**config.mk**
```make
export PLATFORM = sky130hd
export DESIGN_NAME = fpalu_front
export DESIGN_NICKNAME = d
export VERILOG_FILES = /design/src/rtl/core/fpalu_pkg.sv /design/src/rtl/core/fpalu_front.sv
export SDC_FILE = /design/constraint.sdc
export NUM_CORES = 1
export LEC_CHECK = 0
export BUFFER_PORTS_ARGS = -buffer_cell sky130_fd_sc_hd__buf_2
export CORE_ASPECT_RATIO = 1.75
export CORE_UTILIZATION = 40
export DETAILED_ROUTE_END_ITERATION = 6
export PLACE_DENSITY_LB_ADDON = 0.25
export SYNTH_ARGS = -nofsm -noshare
export SYNTH_HDL_FRONTEND = slang
export SYNTH_SLANG_ARGS = --single-unit
```
**constraint.sdc**
```tcl
create_clock -name clock -period 5.55 [get_ports clock]
set_input_delay 0.2775 -clock clock [delete_from_list [all_inputs] [get_ports clock]]
set_output_delay 0.2775 -clock clock [all_outputs]
set_load 0.02 [all_outputs]
```
**src/rtl/core/fpalu_pkg.sv**
```systemverilog
// Package for the fixed-point ALU: widths, operation codes, operation kinds
// and the item type passed from the front queue to the back pipeline.
// No dependencies.
`timescale 1ns / 1ps

package fpalu_pkg;

   localparam int DATA_W      = 32;
   localparam int FRAC_BITS   = 8;
   localparam int OP_W        = 4;
   localparam int QUO_W       = DATA_W + FRAC_BITS;
   localparam int DIV_STAGES  = QUO_W;
   localparam int QUEUE_DEPTH = 4;
   localparam int QUEUE_AW    = 2;
   localparam int REQ_TDATA_W = 2 * DATA_W;
   localparam int RSP_TDATA_W = ((DATA_W + 2 + 7) / 8) * 8;
   localparam int RSP_PAD_W   = RSP_TDATA_W - DATA_W - 2;

   typedef enum logic [OP_W-1:0] {
      OP_ADD     = 4'd0,
      OP_SUB     = 4'd1,
      OP_MUL     = 4'd2,
      OP_DIV     = 4'd3,
      OP_GT      = 4'd4,
      OP_GE      = 4'd5,
      OP_LT      = 4'd6,
      OP_LE      = 4'd7,
      OP_EQ      = 4'd8,
      OP_NE      = 4'd9,
      OP_INC     = 4'd10,
      OP_DEC     = 4'd11,
      OP_MAX     = 4'd12,
      OP_MIN     = 4'd13,
      OP_TOINT   = 4'd14,
      OP_FROMINT = 4'd15
   } op_type;

   typedef enum logic [1:0] {
      KIND_SIMPLE  = 2'd0,
      KIND_MUL     = 2'd1,
      KIND_DIV     = 2'd2,
      KIND_DIVZERO = 2'd3
   } kind_type;

   typedef struct packed {
      op_type              op;
      kind_type            kind;
      logic [DATA_W-1:0]   a;
      logic [DATA_W-1:0]   b;
   } item_type;

endpackage

```
**src/rtl/core/fpalu_front.sv**
```systemverilog
// Front end of the fixed-point ALU: accepts transactions, classifies them
// and holds them in a short queue for the back pipeline. Uses fpalu_pkg.
`timescale 1ns / 1ps

module fpalu_front (
   input  logic                          clock,
   input  logic                          reset,
   input  logic                          req_tvalid,
   output logic                          req_tready,
   input  logic [fpalu_pkg::OP_W-1:0]    req_op,
   input  logic [fpalu_pkg::DATA_W-1:0]  req_a,
   input  logic [fpalu_pkg::DATA_W-1:0]  req_b,
   output logic                          head_valid,
   output fpalu_pkg::item_type           head_item,
   input  logic                          head_pop
);
   import fpalu_pkg::*;

   item_type            queue_ff [QUEUE_DEPTH];
   logic [QUEUE_AW-1:0] wr_ptr_ff, wr_ptr_in;
   logic [QUEUE_AW-1:0] rd_ptr_ff, rd_ptr_in;
   logic [QUEUE_AW:0]   count_ff, count_in;
   logic                push;
   logic                pop;
   item_type            new_item;

   always_comb begin
      new_item.op   = op_type'(req_op);
      new_item.a    = req_a;
      new_item.b    = req_b;
      unique case (op_type'(req_op))
         OP_MUL:  new_item.kind = KIND_MUL;
         OP_DIV:  new_item.kind = (req_b == '0) ? KIND_DIVZERO : KIND_DIV;
         default: new_item.kind = KIND_SIMPLE;
      endcase
   end

   assign req_tready = (count_ff != QUEUE_DEPTH[QUEUE_AW:0]);
   assign push       = req_tvalid && req_tready;
   assign head_valid = (count_ff != '0);
   assign pop        = head_pop && head_valid;
   assign head_item  = queue_ff[rd_ptr_ff];

   always_comb begin
      wr_ptr_in = push ? wr_ptr_ff + 1'b1 : wr_ptr_ff;
      rd_ptr_in = pop  ? rd_ptr_ff + 1'b1 : rd_ptr_ff;
      count_in  = count_ff;
      if (push && !pop) begin
         count_in = count_ff + 1'b1;
      end else if (pop && !push) begin
         count_in = count_ff - 1'b1;
      end
   end

   always_ff @(posedge clock) begin
      if (reset) begin
         wr_ptr_ff <= '0;
         rd_ptr_ff <= '0;
         count_ff  <= '0;
      end else begin
         wr_ptr_ff <= wr_ptr_in;
         rd_ptr_ff <= rd_ptr_in;
         count_ff  <= count_in;
      end
   end

   always_ff @(posedge clock) begin
      if (push) begin
         queue_ff[wr_ptr_ff] <= new_item;
      end
   end

endmodule

```
[Word-level counts from Yosys, hierarchy flattened]
Memory sizes are Yosys's and may differ from the RTL's. A register that Yosys moved wholly into a read port is not among the register bits.
Cells that the tools add are included.
Cells by class
  add/subtract/negate cells: 4
  eq/ne operators: 3
  multiplexer cells: 8
  reductions and logical operators: 9
Operators with widths (number)
  logical NOT 32 bit: 1
  == test 4 x 2 -> 1 bit, second input constant: 2
  2-to-1 mux 3 bit: 2
  adder 2 x 1 -> 2 bit, second input constant: 2
  logical AND 1 bit: 4
  2-to-1 mux 2 bit: 2
  case mux 2 bit (2 select lines): 1
  adder 3 x 1 -> 3 bit, second input constant: 1
  2-to-1 mux 1 bit: 3
  inequality test 3 bit, second input constant: 1
  nonzero test 3 bit: 1
  subtractor 3 x 1 -> 3 bit, second input constant: 1
  logical NOT 1 bit: 2
  nonzero test 2 bit: 1
Storage, ports and cells
  register bits: 7
  memory bits (writable): 280
  input port bits: 72
  word-level logic and storage cells: 28
  memories kept: 1
Memories
  queue_ff: depth 4, bits a word 70, read ports 1, clocked after memory_dff 1, wr ports 1, line fpalu_front.sv:19  | item_type queue_ff [QUEUE_DEPTH];

[Depth between registers and ports, before layout]
  depth after elaboration: 6
  gate-level depth with buffers: 8
  depth with buffers taken out: 8

[Least setup slack after synthesis]
No wires, ideal clock.
  kind: flip-flop to flip-flop
  from: reg count_ff[0]
  to: mem queue_ff[0][0] (netlist bit) (enable)
  arrival: 2.423 ns
  data required time: 5.114 ns
  slack: 2.691 ns
  cell stages (with the launch flop): 4
  buffers on the path: 0
  period minus slack after synthesis: 2.859 ns
  cells stage by stage: dfxtp_1 > nor2_1 > a21boi_2 > and2_1
Between the ends
  word-level cells in the longest chain between the ends: 4
RTL lines
  start: declaration: line fpalu_front.sv:22  | logic [QUEUE_AW:0] count_ff, count_in;
  start signal: assignment: line fpalu_front.sv:63  | count_ff <= count_in;
  inequality test 3 bit: line fpalu_front.sv:38  | assign req_tready = (count_ff != QUEUE_DEPTH[QUEUE_AW:0]);
  logical AND 1 bit: line fpalu_front.sv:39  | assign push = req_tvalid && req_tready;
  net push: line fpalu_front.sv:23  | logic push;
  2-to-1 mux 1 bit: line fpalu_front.sv:68  | if (push) begin
  2-to-1 mux 1 bit (not written as such): line fpalu_front.sv:69  | queue_ff[wr_ptr_ff] <= new_item;
  end: declaration: line fpalu_front.sv:19
The timed path passes the listed nets, and every way through them passes these cells.

==> metrics.md <==
| Metric | Value |
|---|---|
| Setup Fix Bufs, Post-CTS | `0` |
| H-tree depth | `1` |
| Critical Path Sink Type | `output pin` |
| Row count | `78` |
| Worst-path cell with the longest stage delay | `dfxtp_4` |
| Root Driver | `clkbuf_16` |
| Final GP Congestion | `0.682` |
| Count of cell types in the netlist | `26` |
| Tightest Pin Transition | `1120 ps` |
| Avg Vias per Cell | `5.10` |
| Main area contributors after synthesis | `edfxtp_1 79%, mux4_2 15%, dfxtp_1 1.7%` |
| Setup TNS | `0 ps` |
| Layout area overhead | `22.2%` |
| Port Buf Inserts | `143` |
| Peak VDD IR | `0.293 mV` |
| GRT Util Overall | `15.3%` |
| Worst slew margin | `25.0%` |
| Tightest Hold Check Type | `primary input to flip-flop` |
| Fin. Hold Viols | `0` |
| Area leader, netlist | `edfxtp_1` |
| Core area | `26200 um2` |
| Inserted Diodes | `0` |
| Largest stage delay, worst path | `910 ps` |
| Clock-pin slew on the worst setup and hold paths | `60 ps` |
| Setup Viol. Count Final | `0` |
| Number of CTS-inserted buffers | `26` |
| Dpl hpwl | `11700 um` |
| Initial antenna violation count | `0` |
| Syn_nets | `504` |
| GR Util met1 | `16.3%` |
| Sequential fraction of the synthesis area | `80.2%` |
| PnR worst setup slack | `2550 ps` |
| Status | `finished, violations left` |
| Synth cell count leaders | `280 x edfxtp_1, 70 x mux4_2, 9 x dfxtp_1, 9 x nor2_1, 8 x nor4_1` |
| Layout cells sized above 1 | `38.0%` |
| Busiest grt layer | `met2` |
| Gate Count Post-Synth | `426` |
| Non-Filler Instances | `988` |
| Slew Viols, Final | `0` |
| Post-Syn Area | `10700 um2` |
| CP Cell Sequence | `buf_4, mux4_2, buf_2` |
| # resized after CTS | `0` |
| Final #Nets | `727` |
| Initial DRC count | `206` |
| Ports | `144` |
| Worst EP required | `5270 ps` |
| Clock latency on the worst-skew pair | `520 ps` |
| CTS tree | `yes` |
| Met2 Use GR | `29.7%` |
| Die W | `126 um` |
| Post-DP Area | `11700 um2` |
| CTS max path bufs | `3` |
| Fmax | `333 MHz` |
| Die height | `218 um` |
| Post-route cell area | `13100 um2` |
| Reg2Reg Depth | `3` |
| Drt total wl | `20400 um` |
| Avg Inst Size Synth | `25.1 um2` |
| Hold-fix buffers, CTS | `66` |
| Die Area | `27500 um2` |
| Min-Delay Endpoint | `queue_ff[0][13]$_DFFE_PP_` |
| FF+latch count, synth | `289` |
| Async set-reset flop share out of synthesis | `0%` |
| Violated checks | `design-rule violations` |
| RSZ-0062 raised after global routing | `false` |
| Setup CP Type | `flip-flop to output pin` |
| FF-to-FF End | `queue_ff[1][65]$_DFFE_PP_` |
| Gr ovfl total | `0` |
| Post-synth EDFFs | `280` |
| Max Cap Viol | `0` |
| Vias | `5042` |
| Fin crit period | `3000 ps` |
| Hold Path Stages | `1` |
| YS warnings | `0` |
| Startpoint Class | `flip-flop` |
| Worst slack, placed | `2990 ps` |
| Initial core utilization | `40.9%` |
| Max Clock Skew | `5.18 ps` |
| Vias in the first global route | `5850` |
| First-pass GRT wire length | `31800 um` |
| Main flop type after synthesis | `edfxtp_1` |
| Clk sinks | `289` |
| Reg-to-Reg Start | `count_ff[0]$_SDFFE_PP0P_` |
| Hold_sp | `req_b[13]` |
| Leak pwr | `4.38 nW` |
| Fin crit share | `54.0%` |
| Data arrival time of the critical path | `2720 ps` |
| Largest net degree at the start of global routing | `71` |
| Post-DRT Antenna Nets | `0` |
| Drt pass-1 iters | `6` |
| DR WL/cell | `20.6 um` |
| Post-synth top area share | `78.5%` |
| Most frequent cell after synthesis | `edfxtp_1` |
| CP Max Fanout | `41` |
| Cells after DPL | `875` |
| Global-route track usage on met3 | `2.55%` |
| P per Cell Area | `453 nW/um2` |
| Reg2Reg Setup Slack | `3280 ps` |
| DRC | `7` |
layer usage:
metal  vias to the layer above  part of all wire (%)
met5                         -                     0
met4                         0                   2.6
met3                        34                   4.1
met2                       121                    56
met1                      2618                    37
li1                       2269                     -
worst max-delay path by stage:
stage | from | to | cells after the start
final | flip-flop | head_item[27] | 3
after floorplan | count_ff[0]$_SDFFE_PP0P_ | queue_ff[0][0]$_DFFE_PP_ | 3
after global routing | flip-flop | head_item[48] | 3
after CTS | flip-flop | head_item[27] | 3
after detailed placement | flip-flop | head_item[27] | 3
after global placement | flip-flop | head_item[27] | 3
cell type report:
class | instances | area [um2]
fillers | 2177 | 13100
inverters | 3 | 11.3
clock inverters | 10 | 41.3
clock buffers | 37 | 713
flip-flops and latches | 289 | 8600
well taps | 320 | 400
repair buffers | 212 | 1400
multi-input cells | 117 | 1920
kinds of logic after synthesis:
logic type	count (synthesis)	share of synthesized area, %
flip-flops	289	80.2
multiplexers	72	14.9
AND/OR/NAND/NOR	30	1.53
buffers and inverters	20	1.92
adder cells (fa/ha/maj)	6	0.771
XOR/XNOR	5	0.409
AO/OA/AOI/OAI	4	0.245
per-stage QoR:
stage	utilization (%)	hold slack (ps)	power, mW
after floorplan	-	376	3.96
after global placement	44.6	489	4.32
after detailed placement	44.6	497	4.37
after CTS	50.0	0.104	6.03
after global routing	50.0	2.24	6.19
final	50.0	20.6	5.93
sequential cells by signal (all words and copies together) (netlist names), named ones only:
name       count
count_ff       3
queue_ff     280
wr_ptr_ff      2
rd_ptr_ff      2
report_power, final:
| part | internal, mW | leakage [nW] | switching [mW] | total, mW |
|---|---|---|---|---|
| sequential | 2.67 | 2.64 | 0.153 | 2.83 |
| clock | 0.890 | 0.367 | 0.728 | 1.62 |
| combinational | 0.656 | 1.37 | 0.827 | 1.48 |
| total | 4.22 | 4.38 | 1.71 | 5.93 |
worst max-delay path, delay by kind of cell (launching register included):
kind,cells,cell delay [ps]
buffers and inverters,2,680
flip-flops,1,910
multiplexers,1,570
cells in the final DEF, fill, tap and decap left out, drive strengths merged:
cell,n
nand4,2
a21boi,1
and3,2
mux4,70
or3,2
clkbuf,37
edfxtp,280
xor2,4
fa,1
o21ai,2
inv,3
nor2,9
and2,4
clkinv,10
nand2,2
mux2i,2
xnor2,1
a21oi,1
ha,5
dlygate4sd3,66
buf,146
nor4,8
dfxtp,9
nand3,1
Power figures use the tool's default switching activity.
